### config.mk
export PLATFORM = sky130hd
export DESIGN_NAME = utf8_stream_decoder_core
export DESIGN_NICKNAME = d
export VERILOG_FILES = /design/src/rtl/u8sd_pkg.sv /design/src/rtl/u8sd_front.sv /design/src/rtl/u8sd_queue.sv /design/src/rtl/u8sd_back.sv /design/src/rtl/utf8_stream_decoder_core.sv
export VERILOG_INCLUDE_DIRS = /design/src /design/src/rtl
export SDC_FILE = /design/constraint.sdc
export NUM_CORES = 1
export LEC_CHECK = 0
export BUFFER_PORTS_ARGS = -buffer_cell sky130_fd_sc_hd__buf_2
export CORE_AREA = 2 2 141 143
export CTS_CLUSTER_SIZE = 40
export DETAILED_ROUTE_END_ITERATION = 10
export DIE_AREA = 0 0 143 145
export PLACE_DENSITY = 0.55
export SYNTH_ARGS = -nofsm -noshare
export SYNTH_HDL_FRONTEND = slang
export SYNTH_SLANG_ARGS = --single-unit
### constraint.sdc
create_clock -name clock -period 3.95 [get_ports clock]
set_clock_uncertainty 0.05 [all_clocks]
set_input_delay 0.395 -clock clock [delete_from_list [all_inputs] [get_ports clock]]
set_output_delay 0.395 -clock clock [all_outputs]
set_load 0.03 [all_outputs]
### src/rtl/utf8_stream_decoder_core_macros.svh
// Assertion macros shared by the UTF-8 stream decoder RTL.
`ifndef UTF8_STREAM_DECODER_CORE_MACROS_SVH
`define UTF8_STREAM_DECODER_CORE_MACROS_SVH

// Same-cycle implication, checked on every rising edge outside reset.
`define U8SD_ASSERT_IMPLY(label, clk, rst, ante, cons) \
   label: assert property (@(posedge clk) disable iff (rst) (ante) |-> (cons)) \
      else $error("u8sd: same-cycle check failed");

// Next-cycle implication, checked on every rising edge outside reset.
`define U8SD_ASSERT_NEXT(label, clk, rst, ante, cons) \
   label: assert property (@(posedge clk) disable iff (rst) (ante) |=> (cons)) \
      else $error("u8sd: next-cycle check failed");

`endif

### src/rtl/u8sd_pkg.sv
// Shared types, constants and the value check of the UTF-8 stream decoder.
package u8sd_pkg;

   localparam int CP_W = 21;

   typedef logic [CP_W-1:0] cp_type;
   typedef logic [2:0]      len_type;

   // Sequence lengths; zero means nothing pending
   localparam len_type LEN_IDLE = 3'd0;
   localparam len_type LEN_1    = 3'd1;
   localparam len_type LEN_2    = 3'd2;
   localparam len_type LEN_3    = 3'd3;
   localparam len_type LEN_4    = 3'd4;
   localparam len_type LEN_5    = 3'd5;
   localparam len_type LEN_6    = 3'd6;

   localparam cp_type UNICODE_MAX  = 21'h10FFFF;
   localparam cp_type SURR_LO      = 21'h00D800;
   localparam cp_type SURR_HI      = 21'h00DFFF;
   localparam cp_type MAX_1BYTE    = 21'h00007F;
   localparam cp_type MAX_2BYTE    = 21'h0007FF;
   localparam cp_type MAX_3BYTE    = 21'h00FFFF;
   localparam cp_type REPL_DEFAULT = 21'h00FFFD;

   // One result as it travels to the back end
   typedef struct packed {
      cp_type  cp;
      logic    broken;
      len_type nbytes;
   } result_type;

   // All results caused by one request (one or two)
   typedef struct packed {
      logic       two;
      result_type r0;
      result_type r1;
   } job_type;

   typedef struct packed {
      logic empty;
      logic full;
   } queue_stat_type;

   // Out of range, surrogate, overlong, or a 5/6-byte form
   function automatic logic seq_bad(input len_type len, input cp_type c);
      logic bad;
      bad = (len > LEN_4) || (c > UNICODE_MAX) || ((c >= SURR_LO) && (c <= SURR_HI))
         || ((len == LEN_2) && (c <= MAX_1BYTE))
         || ((len == LEN_3) && (c <= MAX_2BYTE))
         || ((len == LEN_4) && (c <= MAX_3BYTE));
      return bad;
   endfunction

endpackage

### src/rtl/u8sd_front.sv
// Front end: takes requests, tracks the open sequence and builds result jobs.
module u8sd_front import u8sd_pkg::*; (
   input  logic           clock,
   input  logic           reset,
   input  logic           req_valid,
   output logic           req_ready,
   input  logic [7:0]     req_data_byte,
   input  logic           req_end_of_stream,
   input  queue_stat_type q_stat,
   output logic           push,
   output job_type        push_job
);

   typedef enum logic [2:0] {
      BC_ASCII, BC_CONT, BC_LEAD2, BC_LEAD3, BC_LEAD4, BC_LEAD5, BC_LEAD6, BC_INVALID
   } byte_class_type;

   len_type el_ff, el_in;
   len_type bs_ff, bs_in;
   cp_type  acc_ff, acc_in;

   byte_class_type cls;
   logic           accept;
   logic           pending, is_cont, done, do_start;
   len_type        bs_inc;
   cp_type         acc_sh;
   logic           a_v, b_v, c_v;
   result_type     a_res, b_res, c_res;
   logic           sb_emit;
   len_type        sb_len;
   cp_type         sb_acc;
   len_type        mid_el, mid_bs;
   cp_type         mid_acc;

   assign req_ready = !q_stat.full;
   assign accept    = req_valid && req_ready;

   // Byte classification
   always_comb begin
      unique case (req_data_byte) inside
         [8'h00:8'h7F]: cls = BC_ASCII;
         [8'h80:8'hBF]: cls = BC_CONT;
         [8'hC0:8'hDF]: cls = BC_LEAD2;
         [8'hE0:8'hEF]: cls = BC_LEAD3;
         [8'hF0:8'hF4]: cls = BC_LEAD4;
         [8'hF5:8'hFB]: cls = BC_LEAD5;
         [8'hFC:8'hFD]: cls = BC_LEAD6;
         default:       cls = BC_INVALID;
      endcase
   end

   // Fresh-byte handling: single-byte result or a new lead
   always_comb begin
      sb_emit = 1'b0;
      sb_len  = LEN_IDLE;
      sb_acc  = '0;
      b_res   = '{cp: '0, broken: 1'b1, nbytes: LEN_1};
      case (cls)
         BC_ASCII: begin
            sb_emit = 1'b1;
            b_res   = '{cp: {{(CP_W-8){1'b0}}, req_data_byte}, broken: 1'b0, nbytes: LEN_1};
         end
         BC_CONT, BC_INVALID: sb_emit = 1'b1;
         BC_LEAD2: begin
            sb_len = LEN_2;
            sb_acc = {{(CP_W-5){1'b0}}, req_data_byte[4:0]};
         end
         BC_LEAD3: begin
            sb_len = LEN_3;
            sb_acc = {{(CP_W-4){1'b0}}, req_data_byte[3:0]};
         end
         BC_LEAD4: begin
            sb_len = LEN_4;
            sb_acc = {{(CP_W-3){1'b0}}, req_data_byte[2:0]};
         end
         BC_LEAD5: sb_len = LEN_5;
         BC_LEAD6: sb_len = LEN_6;
         default:  sb_emit = 1'b1;
      endcase
   end

   // Pending sequence: extend, finish, or cut short
   always_comb begin
      pending  = (el_ff != LEN_IDLE);
      is_cont  = (cls == BC_CONT);
      bs_inc   = bs_ff + LEN_1;
      acc_sh   = {acc_ff[CP_W-7:0], req_data_byte[5:0]};
      done     = (bs_inc >= el_ff);
      do_start = !pending || !is_cont;

      a_v   = pending && (!is_cont || done);
      a_res = is_cont ? '{cp: acc_sh, broken: seq_bad(el_ff, acc_sh), nbytes: bs_inc}
                      : '{cp: '0, broken: 1'b1, nbytes: bs_ff};
      b_v   = do_start && sb_emit;

      if (pending && is_cont && !done) begin
         mid_el  = el_ff;
         mid_bs  = bs_inc;
         mid_acc = acc_sh;
      end else if (do_start && !sb_emit) begin
         mid_el  = sb_len;
         mid_bs  = LEN_1;
         mid_acc = sb_acc;
      end else begin
         mid_el  = LEN_IDLE;
         mid_bs  = LEN_IDLE;
         mid_acc = '0;
      end

      // End of stream flushes whatever is still open
      c_v   = req_end_of_stream && (mid_el != LEN_IDLE);
      c_res = '{cp: '0, broken: 1'b1, nbytes: mid_bs};

      if (req_end_of_stream) begin
         el_in  = LEN_IDLE;
         bs_in  = LEN_IDLE;
         acc_in = '0;
      end else begin
         el_in  = mid_el;
         bs_in  = mid_bs;
         acc_in = mid_acc;
      end
   end

   // Pack up to two results into one job, in model order
   always_comb begin
      push_job.two = a_v && (b_v || c_v);
      push_job.r0  = a_v ? a_res : (b_v ? b_res : c_res);
      push_job.r1  = b_v ? b_res : c_res;
      push         = accept && (a_v || b_v || c_v);
   end

   always_ff @(posedge clock) begin
      if (reset) begin
         el_ff  <= LEN_IDLE;
         bs_ff  <= LEN_IDLE;
         acc_ff <= '0;
      end else if (accept) begin
         el_ff  <= el_in;
         bs_ff  <= bs_in;
         acc_ff <= acc_in;
      end
   end

endmodule

### src/rtl/u8sd_queue.sv
// Job queue between the front and back ends.
module u8sd_queue import u8sd_pkg::*; #(
   parameter int DEPTH = 2
) (
   input  logic           clock,
   input  logic           reset,
   input  logic           push,
   input  job_type        push_job,
   input  logic           pop,
   output job_type        pop_job,
   output queue_stat_type stat
);

   localparam int PTR_W = $clog2(DEPTH);
   localparam int CNT_W = $clog2(DEPTH + 1);
   localparam logic [PTR_W-1:0] PTR_LAST = PTR_W'(DEPTH - 1);
   localparam logic [CNT_W-1:0] CNT_FULL = CNT_W'(DEPTH);

   job_type          mem_ff [DEPTH];
   logic [PTR_W-1:0] wr_ptr_ff, rd_ptr_ff;
   logic [CNT_W-1:0] count_ff, count_in;

   assign stat.empty = (count_ff == '0);
   assign stat.full  = (count_ff == CNT_FULL);
   assign pop_job    = mem_ff[rd_ptr_ff];

   always_comb begin
      count_in = count_ff;
      if (push && !pop) count_in = count_ff + CNT_W'(1);
      else if (!push && pop) count_in = count_ff - CNT_W'(1);
   end

   // Pointers and fill level
   always_ff @(posedge clock) begin
      if (reset) begin
         wr_ptr_ff <= '0;
         rd_ptr_ff <= '0;
         count_ff  <= '0;
      end else begin
         count_ff <= count_in;
         if (push) wr_ptr_ff <= (wr_ptr_ff == PTR_LAST) ? '0 : wr_ptr_ff + PTR_W'(1);
         if (pop)  rd_ptr_ff <= (rd_ptr_ff == PTR_LAST) ? '0 : rd_ptr_ff + PTR_W'(1);
      end
   end

   // Storage, no reset needed
   always_ff @(posedge clock) begin
      if (push) mem_ff[wr_ptr_ff] <= push_job;
   end

endmodule

### src/rtl/u8sd_back.sv
// Back end: output register that hands out the results of each job in turn.
module u8sd_back import u8sd_pkg::*; (
   input  logic           clock,
   input  logic           reset,
   input  queue_stat_type q_stat,
   input  job_type        pop_job,
   output logic           pop,
   input  cp_type         repl,
   output logic           rsp_valid,
   input  logic           rsp_ready,
   output cp_type         rsp_code_point,
   output logic           rsp_broken,
   output len_type        rsp_seq_bytes,
   output logic           rsp_last_of_run
);

   job_type    cur_ff;
   logic       valid_ff, valid_in;
   logic       sel_ff, sel_in;
   logic       last, fin, load;
   result_type res;

   assign last = !cur_ff.two || sel_ff;
   assign fin  = valid_ff && rsp_ready && last;
   assign load = (!valid_ff || fin) && !q_stat.empty;
   assign pop  = load;

   // Next control state
   always_comb begin
      valid_in = valid_ff;
      sel_in   = sel_ff;
      if (load) begin
         valid_in = 1'b1;
         sel_in   = 1'b0;
      end else if (fin) begin
         valid_in = 1'b0;
      end else if (valid_ff && rsp_ready) begin
         sel_in = 1'b1;
      end
   end

   always_ff @(posedge clock) begin
      if (reset) begin
         valid_ff <= 1'b0;
         sel_ff   <= 1'b0;
      end else begin
         valid_ff <= valid_in;
         sel_ff   <= sel_in;
      end
   end

   always_ff @(posedge clock) begin
      if (load) cur_ff <= pop_job;
   end

   // Result selection; broken results carry the replacement code point
   assign res             = sel_ff ? cur_ff.r1 : cur_ff.r0;
   assign rsp_valid       = valid_ff;
   assign rsp_code_point  = res.broken ? repl : res.cp;
   assign rsp_broken      = res.broken;
   assign rsp_seq_bytes   = res.nbytes;
   assign rsp_last_of_run = last;

endmodule

### src/rtl/utf8_stream_decoder_core.sv
// UTF-8 stream decoder top level: front end, job queue, back end, CSR.
//
//   channel   direction  payload                                      handshake
//   req       in         data_byte[7:0], end_of_stream                req_valid/req_ready
//   rsp       out        code_point[20:0], broken, seq_bytes[2:0],    rsp_valid/rsp_ready
//                        last_of_run
//   csr       in         replacement_char[20:0]                       csr_valid/csr_ready
//
// One request per cycle while the queue is not full; a request yields zero, one
// or two results, and the output register issues one result per cycle while
// rsp_ready is high. A result passes from the front end into the queue, then
// into the back-end output register. Synchronous active-high reset clears the
// sequence state, queue and output valid; the replacement char returns to FFFD.
// Requests stall only while the queue is full; csr writes are always taken.
`include "utf8_stream_decoder_core_macros.svh"

module utf8_stream_decoder_core import u8sd_pkg::*; #(
   parameter int QUEUE_DEPTH = 2
) (
   input  logic        clock,
   input  logic        reset,
   input  logic        req_valid,
   output logic        req_ready,
   input  logic [7:0]  req_data_byte,
   input  logic        req_end_of_stream,
   output logic        rsp_valid,
   input  logic        rsp_ready,
   output logic [20:0] rsp_code_point,
   output logic        rsp_broken,
   output logic [2:0]  rsp_seq_bytes,
   output logic        rsp_last_of_run,
   input  logic        csr_valid,
   output logic        csr_ready,
   input  logic [20:0] csr_replacement_char
);

   queue_stat_type q_stat;
   logic           push, pop;
   job_type        push_job, pop_job;
   cp_type         repl_ff;

   // Replacement code point register
   assign csr_ready = 1'b1;

   always_ff @(posedge clock) begin
      if (reset) begin
         repl_ff <= REPL_DEFAULT;
      end else if (csr_valid && csr_ready) begin
         repl_ff <= csr_replacement_char;
      end
   end

   u8sd_front u_front (
      .clock             (clock),
      .reset             (reset),
      .req_valid         (req_valid),
      .req_ready         (req_ready),
      .req_data_byte     (req_data_byte),
      .req_end_of_stream (req_end_of_stream),
      .q_stat            (q_stat),
      .push              (push),
      .push_job          (push_job)
   );

   u8sd_queue #(.DEPTH(QUEUE_DEPTH)) u_queue (
      .clock    (clock),
      .reset    (reset),
      .push     (push),
      .push_job (push_job),
      .pop      (pop),
      .pop_job  (pop_job),
      .stat     (q_stat)
   );

   u8sd_back u_back (
      .clock           (clock),
      .reset           (reset),
      .q_stat          (q_stat),
      .pop_job         (pop_job),
      .pop             (pop),
      .repl            (repl_ff),
      .rsp_valid       (rsp_valid),
      .rsp_ready       (rsp_ready),
      .rsp_code_point  (rsp_code_point),
      .rsp_broken      (rsp_broken),
      .rsp_seq_bytes   (rsp_seq_bytes),
      .rsp_last_of_run (rsp_last_of_run)
   );

   // Checks
   `U8SD_ASSERT_IMPLY(a_broken_repl, clock, reset, rsp_valid && rsp_broken, rsp_code_point == repl_ff)
   `U8SD_ASSERT_IMPLY(a_good_range, clock, reset, rsp_valid && !rsp_broken, (rsp_code_point <= UNICODE_MAX) && (rsp_seq_bytes != LEN_IDLE) && (rsp_seq_bytes <= LEN_4))
   `U8SD_ASSERT_NEXT(a_pair_follows, clock, reset, rsp_valid && rsp_ready && !rsp_last_of_run, rsp_valid)
   `U8SD_ASSERT_IMPLY(a_queue_state, clock, reset, q_stat.full, !q_stat.empty)

endmodule

# --- Yosys cells after proc, flatten, opt, wreduce, memory -nomap -nowiden ---
# Memories as Yosys holds them, arrays and structs flattened. A register that Yosys moved wholly into a read port is not among the register bits.
# Index checks and enable logic that the tools add are counted.
totals:
  mem_bits_rw: 76
  output_inout_bits: 29
  ff_bits: 69
  memories: 1
  word_cells: 133
  input_bits: 35
memory_table:
  columns: ["name", "words", "word_bits", "read_ports", "rd_clocked_by_memory_dff", "write_ports", "line_no", "source"]
  rows:
  - ["u_queue.mem_ff", 2, 38, 1, 1, 1, "u8sd_queue.sv:19", "job_type mem_ff [DEPTH];"]
op_classes:
  bitwise: 1
  n_mux: 27
  n_lt_le_gt_ge: 22
  reduce_logical: 56
  n_addsub: 5
  eq_ne: 11
ops:
  columns: ["cell", "count"]
  rows:
  - ["$mux 25", 3]
  - ["$ge 8x8->1 const B", 6]
  - ["$le 8x8->1 const B", 6]
  - ["$le 21x16->1 const B", 2]
  - ["$mux 15", 2]
  - ["$logic_and 1x1->1", 25]
  - ["$mux 12", 2]
  - ["$ge 21x16->1 const B", 1]
  - ["$gt 21x21->1 const B", 1]
  - ["$le 21x11->1 const B", 1]
  - ["$le 21x7->1 const B", 1]
  - ["$mux 21", 1]
  - ["$pmux 3 s7", 1]
  - ["$eq 3x3->1 const B", 5]
  - ["$mux 3", 5]
  - ["$pmux 3 s5", 1]
  - ["$pmux 5 s3", 1]
  - ["$eq 3x2->1 const B", 4]
  - ["$logic_or 1x1->1", 12]
  - ["$logic_not 1->1", 10]
  - ["$ge 8x1->1 const B", 1]
  - ["$le 8x7->1 const B", 1]
  - ["$mux 1", 8]
  - ["$reduce_bool 3->1", 2]
  - ["17 further kinds", 20]

# --- Longest topological paths before layout ---
# Gate-level depths: netlist (run 1).
logic_depth:
  ltp_word: 18
  depth_mapped: 12
  depth_no_buf: 11

# --- Cells and area by module ---
# Synthesis (run 1) repeated with hierarchy kept, for this count alone.
hier_totals:
  hier_cells: 600
  hier_area_um2: 8707.1
modules_own_cells:
  columns: ["mod", "seq_area_each_um2", "cells_each", "instances", "area_each_um2"]
  rows:
  - ["u8sd_queue", 3163.0, 181, 1, 3882.5]
  - ["u8sd_back", 1571.5, 163, 1, 2567.5]
  - ["u8sd_front", 420.4, 186, 1, 1455.1]
  - ["utf8_stream_decoder_core", 420.4, 70, 1, 802.0]

# --- Worst setup path after synthesis (run 1) ---
# OpenSTA, ideal clock, no wires.
synth_timing:
  kind: "register -> register"
  startpoint: "register u_front.bs_ff[0]"
  endpoint: "memory u_queue.mem_ff[0][0] (netlist name) (enable)"
  stages_incl_launch_ff: 10
  arrival_ns: 3.642
  setup_time_ns: 0.438
  required_time_ns: 3.462
  slack_ns: -0.180
  synth_period_minus_slack_ns: 4.130
  n_path_buf: 1
  cell_sequence: "dfxtp_1 -> ha_1 -> xor2_1 -> ha_1 -> nand2_1 -> o21ai_1 -> clkbuf_1 -> o32ai_1 -> a21oi_1 -> nor2b_1"
synth_via:
  elab_chain_len: 11
  elab_cells_between_ends: 14
  classes_between: "add/sub (1); order compare (1); mux (3); reduce/logical (9)"
synth_lines:
  columns: ["element", "line_no", "source"]
  rows:
  - ["start, declared", "u8sd_front.sv:19", "len_type bs_ff, bs_in;"]
  - ["start signal, assigned", "u8sd_front.sv:140", "bs_ff <= bs_in;"]
  - ["$add 3x1->3 *", "u8sd_front.sv:86", "bs_inc = bs_ff + LEN_1;"]
  - ["$ge 3x3->1 *", "u8sd_front.sv:88", "done = (bs_inc >= el_ff);"]
  - ["$logic_not 1->1", "u8sd_front.sv:96", "if (pending && is_cont && !done) begin"]
  - ["$logic_and 1x1->1", "u8sd_front.sv:96", null]
  - ["$mux 3", "u8sd_front.sv:96", null]
  - ["$reduce_bool 3->1", "u8sd_front.sv:111", "c_v = req_end_of_stream && (mid_el != LEN_IDLE);"]
  - ["$logic_and 1x1->1", "u8sd_front.sv:111", null]
  - ["$logic_or 1x1->1 *", "u8sd_front.sv:130", "push = accept && (a_v || b_v || c_v);"]
  - ["$logic_and 1x1->1 *", "u8sd_front.sv:130", null]
  - ["net push", "utf8_stream_decoder_core.sv:38", "logic push, pop;"]
  - ["$mux 1 *", "u8sd_queue.sv:48", "if (push) mem_ff[wr_ptr_ff] <= push_job;"]
  - ["$mux 1 (implied by the code) *", "u8sd_queue.sv:48", null]
  - ["end, declared", "u8sd_queue.sv:19", null]
# The timed path passes the listed nets; every way through them passes the cells marked *.

# --- Worst setup path after layout (run 1) ---
layout_timing:
  startpoint: "register u_front.bs_ff[0]"
  endpoint: "memory u_queue.mem_ff[0][31] (netlist name) (enable)"
# Same word-level chain as after synthesis.

==> impl_metrics.csv, run 1 <==
group,metric,value,unit
sta,rsz0062_at_grt,"no",
min_path,hold_depth,2,
power,vdd_ir_drop_max,0.302,mV
placed_design,place_inst,800,
critical_path,worstPathRequired,3950,ps
routing,highest_layer,"met4",
routing,ant_nets,0,
sta,setup_viol,0,
grt,antenna_found_initial,0,
cells_and_area,stdcell_count,832,
cts,cts_setup_buffers,0,
floorplanning,die_h,145,um
placed_design,port_buffers,62,
cts,cts_sinks,162,
cts,cts_hold_buf,0,
routing,via_count,4000,
cts,cts_buffers,17,
grt,grtUsageTotal,0.130,
yosys,ys_seq_area_frac,0.660,
sta,hold_violations,0,
cells_and_area,mostFrequentLayoutCells,"114 x edfxtp_1, 62 x buf_2, 48 x dfxtp_1",
cts,cts_tree,"built",
grt,grt_pass1_vias,3849,
yosys,syn_area,6640,sq um
yosys,syn-instance-count,491,
cts,clockBufferDepth,2,
cts,clk_pin_slew_worst_paths,60,ps
sta,worst_pin_slew,1030,ps
cts,cts_resized,0,
cells_and_area,n_antenna_cell,0,
min_path,worstHoldStart,"csr_replacement_char[11]",
routing,drc,0,
critical_path,worst_setup_path_end_kind,"flip-flop",
yosys,avgSynthCellArea,13.5,sq um
yosys,synth_seq_cells,162,
routing,first_iter_violations,249,
sta,fmax,297,MHz
cts,htreeDepth,4,
critical_path,r2r_slack,580,ps
sta,slew_violations,0,
power,p_per_area,673,nW/um^2
min_path,holdPathEnd,"repl_ff[11]",
yosys,synth_cell_types,50,
yosys,ys_warn_count,0,
placed_design,finalWeightedCongestion,0.879,
routing,routed_wirelength,13100,um
floorplanning,row_count,51,
floorplanning,core_region_area,19200,sq um
min_path,min_path_type,"in2reg",
grt,grt_max_degree,51,
routing,met3_wirelength,591,um
critical_path,arrival,3370,ps
routing,wl_per_cell,15.8,um
grt,grt_pass1_wl,20600,um
routing,route.met2.wl,6100,um
yosys,ys.flop_type,"edfxtp_1",
floorplanning,initial_utilization,0.346,
grt,overflow,0,
critical_path,path_class,"reg2reg",
cells_and_area,final_common_cell,"edfxtp_1",
cts,clk_latency,420,ps
critical_path,critPathMaxFanout,38,
critical_path,startpoint_type,"flip-flop",
cts,cts_root_buf,"clkbuf_16",
yosys,asyncSetResetFlopFracSynth,0,
cells_and_area,drive_above_1_share,0.263,
floorplanning,die_width,143,um
cells_and_area,finalNetCount,594,
status,status,"completed",
placed_design,hpwl,8770,um
sta,setup-tns-final,0,ps
sta,relSlewSlack,0.308,
routing,viasPerCell,4.81,
floorplanning,io_pins,64,
routing,firstDrtPassIters,4,
cells_and_area,fin_util,0.408,
critical_path,r2r-start,"u_front.bs_ff[0]",
sta,fin_crit_sh,0.852,
cells_and_area,area_delta_synth_final,17.9,%
critical_path,ff2ff_path_depth,9,
critical_path,timing.rr.end,"u_queue.mem_ff[0][31]",
run,cap_violations,0,
routing,met1_length,6230,um
sta,period_needed,3370,ps
floorplanning,die_area,20700,sq um
power,p_leak,0.00285,uW
yosys,synth_edf_count,114,
critical path, stage by stage, from the launching register on:
cell,delay [ps]
dfxtp_1,430
ha_1,210
xor2_1,270
ha_1,190
nand2_1,50
o21ai_1,610
o32ai_1,170
a21oi_1,350
nor2b_4,200
buf_4,440
through the flow:
step / power (uW) / worst slack, ps / instance area [sq um] / hold slack [ps]
final: 5270 / 584 / 7830 / 124
after global routing: 5520 / 302 / 7830 / 107
after CTS: 5330 / 585 / 7830 / 108
after detailed placement: 3710 / 631 / 7250 / 439
after global placement: 3690 / 740 / 7250 / 431
after floorplan: 3320 / 529 / 6650 / 407
cells by family after synthesis:
family / count (synthesis) / share of synthesized area
adders and majority gates: 5 / 0.00942
buffers and inverters: 35 / 0.0218
other: 2 / 0.00113
muxes: 58 / 0.0955
DFF: 162 / 0.660
and+or+nand+nor: 134 / 0.105
xor gates and xnor gates: 6 / 0.00791
AOI/OAI and AO/OA: 89 / 0.0989
cells in the mapped netlist, types with 3 or more instances:
master | n | area (sq um)
edfxtp_1 | 114 | 3420
a32oi_1 | 3 | 26.3
nor2_1 | 40 | 150
o22ai_1 | 4 | 25.0
xor2_1 | 4 | 35.0
nand3b_1 | 4 | 30.0
mux2_2 | 43 | 484
nor2b_1 | 29 | 181
a211o_1 | 15 | 131
mux2i_1 | 15 | 150
nand2_1 | 24 | 90.1
dfxtp_1 | 48 | 961
a22oi_1 | 15 | 113
o21ai_0 | 14 | 70.1
ha_1 | 5 | 62.6
or3_1 | 3 | 18.8
nand2b_1 | 3 | 18.8
nor3_1 | 3 | 15.0
a22o_1 | 13 | 114
clkbuf_1 | 22 | 82.6
and2_1 | 16 | 100
inv_1 | 8 | 30.0
a21oi_1 | 10 | 50.1
power breakdown:
group          leakage (uW)  internal, uW  total (uW)  switching, uW
Sequential          0.00147          2240        2360            122
Combinational       0.00111           443        1290            851
Clock              0.000272           990        1610            621
registers in the layout, summed over array words and instances, names as in the netlist:
signal / cells
u_queue.wr_ptr_ff: 1
u_back.cur_ff: 38
u_queue.count_ff: 2
u_front.acc_ff: 15
u_back.rsp_valid: 1
u_queue.mem_ff: 76
u_back.sel_ff: 1
u_front.bs_ff: 3
u_queue.rd_ptr_ff: 1
repl_ff: 21
u_front.el_ff: 3
final cells by class:
| class | instances | area [sq um] |
|---|---|---|
| fillers | 1782 | 11400 |
| flip-flops and latches | 162 | 4380 |
| multi-input cells | 295 | 2140 |
| clock buffers | 22 | 444 |
| repair buffers | 70 | 370 |
| well taps | 265 | 332 |
| clock inverters | 10 | 135 |
| inverters | 8 | 30.0 |
worst max path at each step:
stage	from	end	slack, ps	cells past startpoint
after global placement	u_front.bs_ff[0]	u_queue.mem_ff[0][32]	740	9
after CTS	u_front.bs_ff[0]	u_queue.mem_ff[0][19]	580	9
after floorplan	u_front.bs_ff[0]	u_queue.mem_ff[0][0]	530	9
after detailed placement	u_front.bs_ff[0]	u_queue.mem_ff[0][26]	630	9
after global routing	u_front.bs_ff[0]	u_queue.mem_ff[0][35]	300	9
final	u_front.bs_ff[0]	u_queue.mem_ff[0][31]	580	9
metal layers:
metal / vias up / track usage
met5: - / 0
met4: 0 / 0.0609
li1: 1947 / -
met3: 16 / 0.0287
met2: 102 / 0.198
met1: 1935 / 0.178
No activity file was read; power rests on OpenSTA's default activity.
==> run 2: changes to the inputs <==
--- a/config.mk
+++ b/config.mk
@@ -7,11 +7,12 @@
 export NUM_CORES = 1
 export LEC_CHECK = 0
 export BUFFER_PORTS_ARGS = -buffer_cell sky130_fd_sc_hd__buf_2
-export CORE_AREA = 2 2 141 143
+export CORE_AREA = 2 2 161 163
 export CTS_CLUSTER_SIZE = 40
 export DETAILED_ROUTE_END_ITERATION = 10
-export DIE_AREA = 0 0 143 145
+export DIE_AREA = 0 0 163 165
 export PLACE_DENSITY = 0.55
 export SYNTH_ARGS = -nofsm -noshare
 export SYNTH_HDL_FRONTEND = slang
+export SYNTH_HIERARCHICAL = 1
 export SYNTH_SLANG_ARGS = --single-unit
==> run 2 against run 1 <==
  * Global-route usage fell by 0.57 points
  * Sequential share of layout area decreased by 0.37 points
  * Area after synthesis up 31%
  * Cell area is 28% higher
  * Combinational power increased by 43%
  * Setup slack better by 300 ps
  * Fmax increased by 9.9%
  * Synthesized cell count is 22% higher
  * Utilization shrank 0.71 points
  * Power is 34% higher
  * Critical path depth stayed put
  * Sequential cell count is 40 higher
==> impl_metrics.csv, run 2 <==
group,metric,value,unit
critical_path,crit_start,"u_front/bs_ff[0]",
sta,fin_crit_sh,0.776,
cells_and_area,multiInputGateArea,2810,sq um
grt,grt_pass1_vias,4938,
cts,clockBufferDepth,3,
placed_design,finalWeightedCongestion,0.852,
yosys,synth_top_area_cell,"edfxtp_1",
critical_path,startpoint_type,"flip-flop",
sta,rsz0062_at_grt,"no",
sta,setup-tns-final,0,ps
cells_and_area,largest_reg_flops,102,
cells_and_area,area_delta_synth_final,15.2,%
cells_and_area,top_regs,"u_queue/mem_ff x102, u_back/cur_ff x51, repl_ff x21",
cells_and_area,drive_above_1_share,0.317,
yosys,syn_area,8710,sq um
cts,clk_pin_slew_worst_paths,60,ps
cells_and_area,final_area,10000,sq um
power,vdd_ir_drop_max,0.332,mV
floorplanning,die_area,26900,sq um
run,cap_violations,0,
routing,firstDrtPassIters,5,
cells_and_area,final_common_cell,"edfxtp_1",
placed_design,hpwl,11100,um
cts,cts_buffers,24,
status,status,"completed",
yosys,synth_commonest_cells,"153 x edfxtp_1, 55 x mux2_2, 49 x dfxtp_1",
cells_and_area,finalNetCount,701,
cells_and_area,largest_register,"u_queue/mem_ff",
routing,viasPerCell,4.85,
floorplanning,initial_utilization,0.348,
floorplanning,die_width,163,um
grt,grt_pass1_wl,26500,um
cts,cts_root_buf,"clkbuf_16",
placed_design,dp_slack,887,ps
power,p_per_area,704,nW/um^2
min_path,min_path_type,"in2reg",
yosys,synth_top_area_share,0.528,
floorplanning,row_count,58,
cts,cts_hold_buf,0,
sta,hold_violations,0,
routing,wl_per_cell,16.6,um
grt,antenna_found_initial,0,
floorplanning,io_pins,64,
placed_design,post_dp_cell_area,9240,sq um
cts,cts_tree,"built",
routing,drc,0,
floorplanning,die_h,165,um
cells_and_area,fillers,2329,
power,p_leak,0.00363,uW
routing,ant_nets,0,
routing,first_iter_violations,383,
sta,final.setup.worst_slack,886,ps
sta,relSlewSlack,0.236,
sta,setup_viol,0,
yosys,syn-instance-count,600,
critical_path,r2r_slack,890,ps
floorplanning,core_region_area,25000,sq um
cts,cts_setup_buffers,0,
critical_path,arrival,3200,ps
cells_and_area,stdcell_count,1009,
grt,grt_max_degree,53,
placed_design,port_buffers,62,
critical_path,worstPathRequired,4090,ps
routing,via_count,4895,
placed_design,place_inst,965,
yosys,synth_edf_count,153,
cts,cts_sinks,202,
yosys,ys_seq_area_frac,0.640,
critical_path,r2r-start,"u_front/bs_ff[0]",
critical_path,path_class,"reg2reg",
yosys,avgSynthCellArea,14.5,sq um
yosys,synth_cell_types,53,
cts,cts_resized,0,
critical_path,crit_end,"u_queue/mem_ff[1][26]",
cells_and_area,regArea,5580,sq um
cts,htreeDepth,1,
critical_path,critPathMaxFanout,31,
cells_and_area,mostFrequentLayoutCells,"153 x edfxtp_1, 62 x buf_2, 55 x mux2_2",
sta,worst_pin_slew,1140,ps
cells_and_area,n_antenna_cell,0,
sta,slew_violations,0,
yosys,synth_seq_cells,202,
power,finalPower,7060,uW
yosys,ys_warn_count,6,
yosys,synthTopCellsByArea,"edfxtp_1 53%, dfxtp_1 11%, mux2_2 7.1%",
routing,routed_wirelength,16700,um
yosys,ys.flop_type,"edfxtp_1",
yosys,synth.most_common_cell,"edfxtp_1",
critical_path,worst_setup_path_end_kind,"flip-flop",
cts,clk_latency,500,ps
grt,grtUsageTotal,0.125,
sta,fmax,326,MHz
critical_path,timing.rr.end,"u_queue/mem_ff[1][26]",
critical_path,ff2ff_path_depth,9,
grt,overflow,0,
yosys,asyncSetResetFlopFracSynth,0,
sta,period_needed,3060,ps
## run 2: report_power, final
group,switching (uW),internal (uW)
Combinational,1130,718
Clock,820,1330
Sequential,205,2860
## run 2: critical path: stages (launching register included)
cell and delay, ps:
dfxtp_1 360, ha_1 240, xor2_1 180, ha_1 310
nand2_1 80, o21ai_1 160, o22ai_1 110, a21oi_1 380
and2_2 580, buf_12 290
## run 2: final cells by class
class,instances,area share
clock inverter,11,0.0114
sequential,202,0.556
tap,330,0.0412
multi-input combinational,354,0.280
inverter,8,0.00299
clock buffer,33,0.0674
timing repair buffer,71,0.0414
## run 2: cell families after synthesis
| family | share of synthesized area |
|---|---|
| AO/OA/AOI/OAI | 0.107 |
| other | 0.000863 |
| multiplexers | 0.102 |
| adder cells (fa/ha/maj) | 0.00718 |
| AND/OR/NAND/NOR | 0.0902 |
| XOR/XNOR | 0.00704 |
| flip-flops | 0.640 |
| buffers and inverters | 0.0450 |
## run 2: worst min path at each step
stage / from / depth (start not counted) / endpoint / slack (ps)
after floorplan: u_front/acc_ff[0] / 2 / u_front/acc_ff[0] / 390
after global placement: u_back/rsp_valid / 2 / u_back/sel_ff / 420
after detailed placement: u_back/rsp_valid / 2 / u_back/sel_ff / 430
after CTS: csr_replacement_char[2] / 2 / repl_ff[2] / 30
after global routing: csr_replacement_char[7] / 2 / repl_ff[7] / 40
final: csr_replacement_char[2] / 2 / repl_ff[2] / 50
## run 2: stage by stage
stage          hold WS (ps)   util
3_5_place_dp            434  0.369
2_1_floorplan           389      -
3_3_place_gp            422  0.369
4_1_cts                33.1  0.401
6_report               54.0  0.401
5_1_grt                39.1  0.401
## run 2: per-layer routing
metal,vias up,GRT usage,part of all wire
li1,2363,-,-
met1,2387,0.178,0.48
met2,122,0.198,0.45
met3,23,0.0221,0.048
met4,0,0.0298,0.018
met5,-,0,0
==> run 3: changes to the inputs <==
--- a/config.mk
+++ b/config.mk
@@ -6,11 +6,12 @@
 export SDC_FILE = /design/constraint.sdc
 export NUM_CORES = 1
 export LEC_CHECK = 0
+export ABC_AREA = 1
 export BUFFER_PORTS_ARGS = -buffer_cell sky130_fd_sc_hd__buf_2
-export CORE_AREA = 2 2 161 163
+export CORE_AREA = 2 2 162 164
 export CTS_CLUSTER_SIZE = 40
 export DETAILED_ROUTE_END_ITERATION = 10
-export DIE_AREA = 0 0 163 165
+export DIE_AREA = 0 0 164 166
 export PLACE_DENSITY = 0.55
 export SYNTH_ARGS = -nofsm -noshare
 export SYNTH_HDL_FRONTEND = slang
==> constraint.sdc (replaced) <==
create_clock -name clock -period 2.7 [get_ports clock]
set_clock_uncertainty 0.05 [all_clocks]
set_input_delay 0.27 -clock clock [delete_from_list [all_inputs] [get_ports clock]]
set_output_delay 0.27 -clock clock [all_outputs]
set_load 0.03 [all_outputs]
==> run 3 against run 2 <==
  * Cell area increased by 4.4%
  * Hold slack got worse by 21 ps
  * Fmax increased by 22%
  * Clock power increased by 41%
  * First-iteration DRC count decreased by 0.52%
  * Global-route usage about the same
  * Register-to-register slack got worse by 690 ps
  * Sequential power increased by 46%
  * Utilization increased by 0.83 points
==> impl_metrics.csv, run 3 <==
group,metric,value,unit
status,status,"completed",
sta,relSlewSlack,0.514,
cells_and_area,area_delta_synth_final,18.5,%
grt,grt_pass1_vias,5270,
yosys,synthTopCellsByArea,"edfxtp_1 52%, dfxtp_1 11%, nand2_1 11%",
routing,viasPerCell,4.40,
placed_design,post_dp_cell_area,9490,sq um
critical_path,crit_chain,"ha_4, xor2_2, ha_4, nand2_1, nand2_2, nor2_4, nand3_2, nand2_2, nand2_1, inv_1, a21oi_2, buf_4, ha_1, inv_1, nand3_1, nand2_1, inv_1, nor2_1",
cells_and_area,drive_above_1_share,0.231,
cells_and_area,finalNetCount,926,
power,p_clk_frac,0.293,
sta,setup_viol,0,
power,p_per_area,987,nW/um^2
critical_path,cpPeakStageDelay,380,ps
power,p_seq_frac,0.432,
floorplanning,core_region_area,25600,sq um
power,intPower,7130,uW
placed_design,port_buffers,62,
cts,htreeDepth,1,
critical_path,startpoint_type,"flip-flop",
yosys,synthAdderAreaFrac,0.00708,
yosys,syn_area,8840,sq um
placed_design,hpwl,11500,um
critical_path,cp_top_family,"simple AND/OR/NAND/NOR gates",
sta,setup-tns-final,0,ps
grt,grt_pass1_wl,27400,um
critical_path,arrival,2880,ps
sta,fin_crit_sh,0.926,
yosys,synth_xor_area_frac,0.00297,
cts,cts_tree,"built",
yosys,synth_top_area_share,0.520,
critical_path,crit_start,"u_front/bs_ff[0]",
placed_design,finalWeightedCongestion,0.820,
run,cap_violations,0,
cells_and_area,stdcell_count,1237,
sta,hold-worst-slack,33.4,ps
power,vdd_ir_drop_max,0.506,mV
cells_and_area,top_regs,"u_queue/mem_ff x102, u_back/cur_ff x51, repl_ff x21",
yosys,ys_seq_area_frac,0.631,
yosys,synth_top_area_cell,"edfxtp_1",
yosys,syn-instance-count,793,
sta,slew_violations,0,
grt,grt_max_degree,53,
sta,hold_violations,0,
power,switching_share,0.311,
cells_and_area,final_area,10500,sq um
power,finalPower,10300,uW
routing,wl_per_cell,13.8,um
critical_path,critPathMaxFanout,6,
critical_path,worst-path-buf-inv,4,
yosys,synth_simple_gate_area_frac,0.178,
power,comb_power_share,0.275,
cells_and_area,largest_reg_flops,102,
critical_path,r2r_slack,200,ps
routing,ant_nets,0,
cells_and_area,largest_register,"u_queue/mem_ff",
yosys,avgSynthCellArea,11.1,sq um
yosys,asyncSetResetFlopFracSynth,0,
yosys,synth_seq_cells,202,
power,p_leak,0.00427,uW
cts,cts_root_buf,"clkbuf_16",
yosys,synth_edf_count,153,
yosys,synth_compound_area_frac,0.0238,
power,p_switching,3210,uW
grt,antenna_found_initial,0,
floorplanning,row_count,59,
yosys,synth_cell_types,32,
cts,clockBufferDepth,3,
critical_path,worst_setup_path_end_kind,"flip-flop",
routing,first_iter_violations,381,
yosys,ys_warn_count,6,
min_path,worstHoldStart,"csr_replacement_char[20]",
critical_path,crit_slowest_cell,"dfxtp_4",
grt,overflow,0,
grt,grtUsageTotal,0.125,
floorplanning,die_area,27200,sq um
sta,fmax,400,MHz
critical_path,r2r-start,"u_front/bs_ff[0]",
cts,clk_latency,490,ps
cells_and_area,n_antenna_cell,0,
yosys,synth.most_common_cell,"nand2_1",
critical_path,worstPathRequired,3080,ps
cts,clk_pin_slew_worst_paths,60,ps
placed_design,place_inst,1178,
min_path,min_path_type,"in2reg",
routing,drc,0,
routing,routed_wirelength,17100,um
yosys,synth_mux_area_frac,0.0862,
floorplanning,die_width,164,um
yosys,synth_top_family_by_area,"simple AND/OR/NAND/NOR gates",
sta,worst_pin_slew,729,ps
cts,cts_buffers,22,
cells_and_area,mostFrequentLayoutCells,"255 x nand2_1, 153 x edfxtp_1, 62 x buf_2",
critical_path,path_class,"reg2reg",
floorplanning,initial_utilization,0.345,
yosys,ys.flop_type,"edfxtp_1",
floorplanning,die_h,166,um
yosys,synth_commonest_cells,"260 x nand2_1, 153 x edfxtp_1, 60 x nor2_1",
cells_and_area,final_common_cell,"nand2_1",
routing,firstDrtPassIters,4,
sta,period_needed,2500,ps
cts,cts_sinks,202,
routing,via_count,5443,
floorplanning,io_pins,64,
run 3: cell type report:
type | count | area, sq um
clock buffer | 31 | 626
sequential | 202 | 5580
clock inverter | 9 | 116
tap | 335 | 419
multi-input combinational | 497 | 2770
timing repair buffer | 101 | 724
fill | 2416 | 15100
inverter | 62 | 240
run 3: timing repair:
action                                  CTS  global route
endpoints found under the setup margin    0           100
endpoints found under the hold margin    15             0
buffers inserted                          0             2
gates resized for setup                   0             5
hold buffers                             15             0
run 3: worst paths after layout:
| check | cells after the start | to |
|---|---|---|
| worst max-delay path | 18 | u_queue/count_ff[1] |
| worst min-delay path | 5 | repl_ff[20] |
| worst max register to register | 18 | u_queue/count_ff[1] |
| worst min register to register | 2 | repl_ff[0] |
run 3: cells by family (layout without fill, tap and decap cells):
| group | Yosys count | count (layout) |
|---|---|---|
| simple gates | 384 | 384 |
| flops | 202 | 202 |
| buf+inv | 107 | 203 |
| mux | 51 | 51 |
| compound gates | 39 | 39 |
| fa+ha+maj | 5 | 5 |
| xor+xnor | 3 | 3 |
| other cells | 2 | 15 |
run 3: power groups by stage:
stage	Sequential, uW	Combinational (uW)	Clock, uW
floorplan	4430	2250	0
global placement	4530	2810	0
detailed placement	4540	2830	0
CTS	4480	2850	3110
global route	4550	3140	3220
finish	4470	2850	3030
run 3: through the flow:
stage	worst slack (ps)	utilization
2_1_floorplan	-333	-
3_3_place_gp	128	0.370
3_5_place_dp	96.2	0.370
4_1_cts	85.8	0.405
5_1_grt	-3.73	0.409
6_report	199	0.409
run 3: metal layers:
layer  wire length [um]  track usage
met1               8550        0.181
met2               7550        0.198
met3                772       0.0185
met4                252       0.0313
met5                  0            0
run 3: tightest hold or removal path: cells and delay by family:
| family | cells | cell delay, ps |
|---|---|---|
| buf+inv | 2 | 100 |
| simple gates | 3 | 150 |
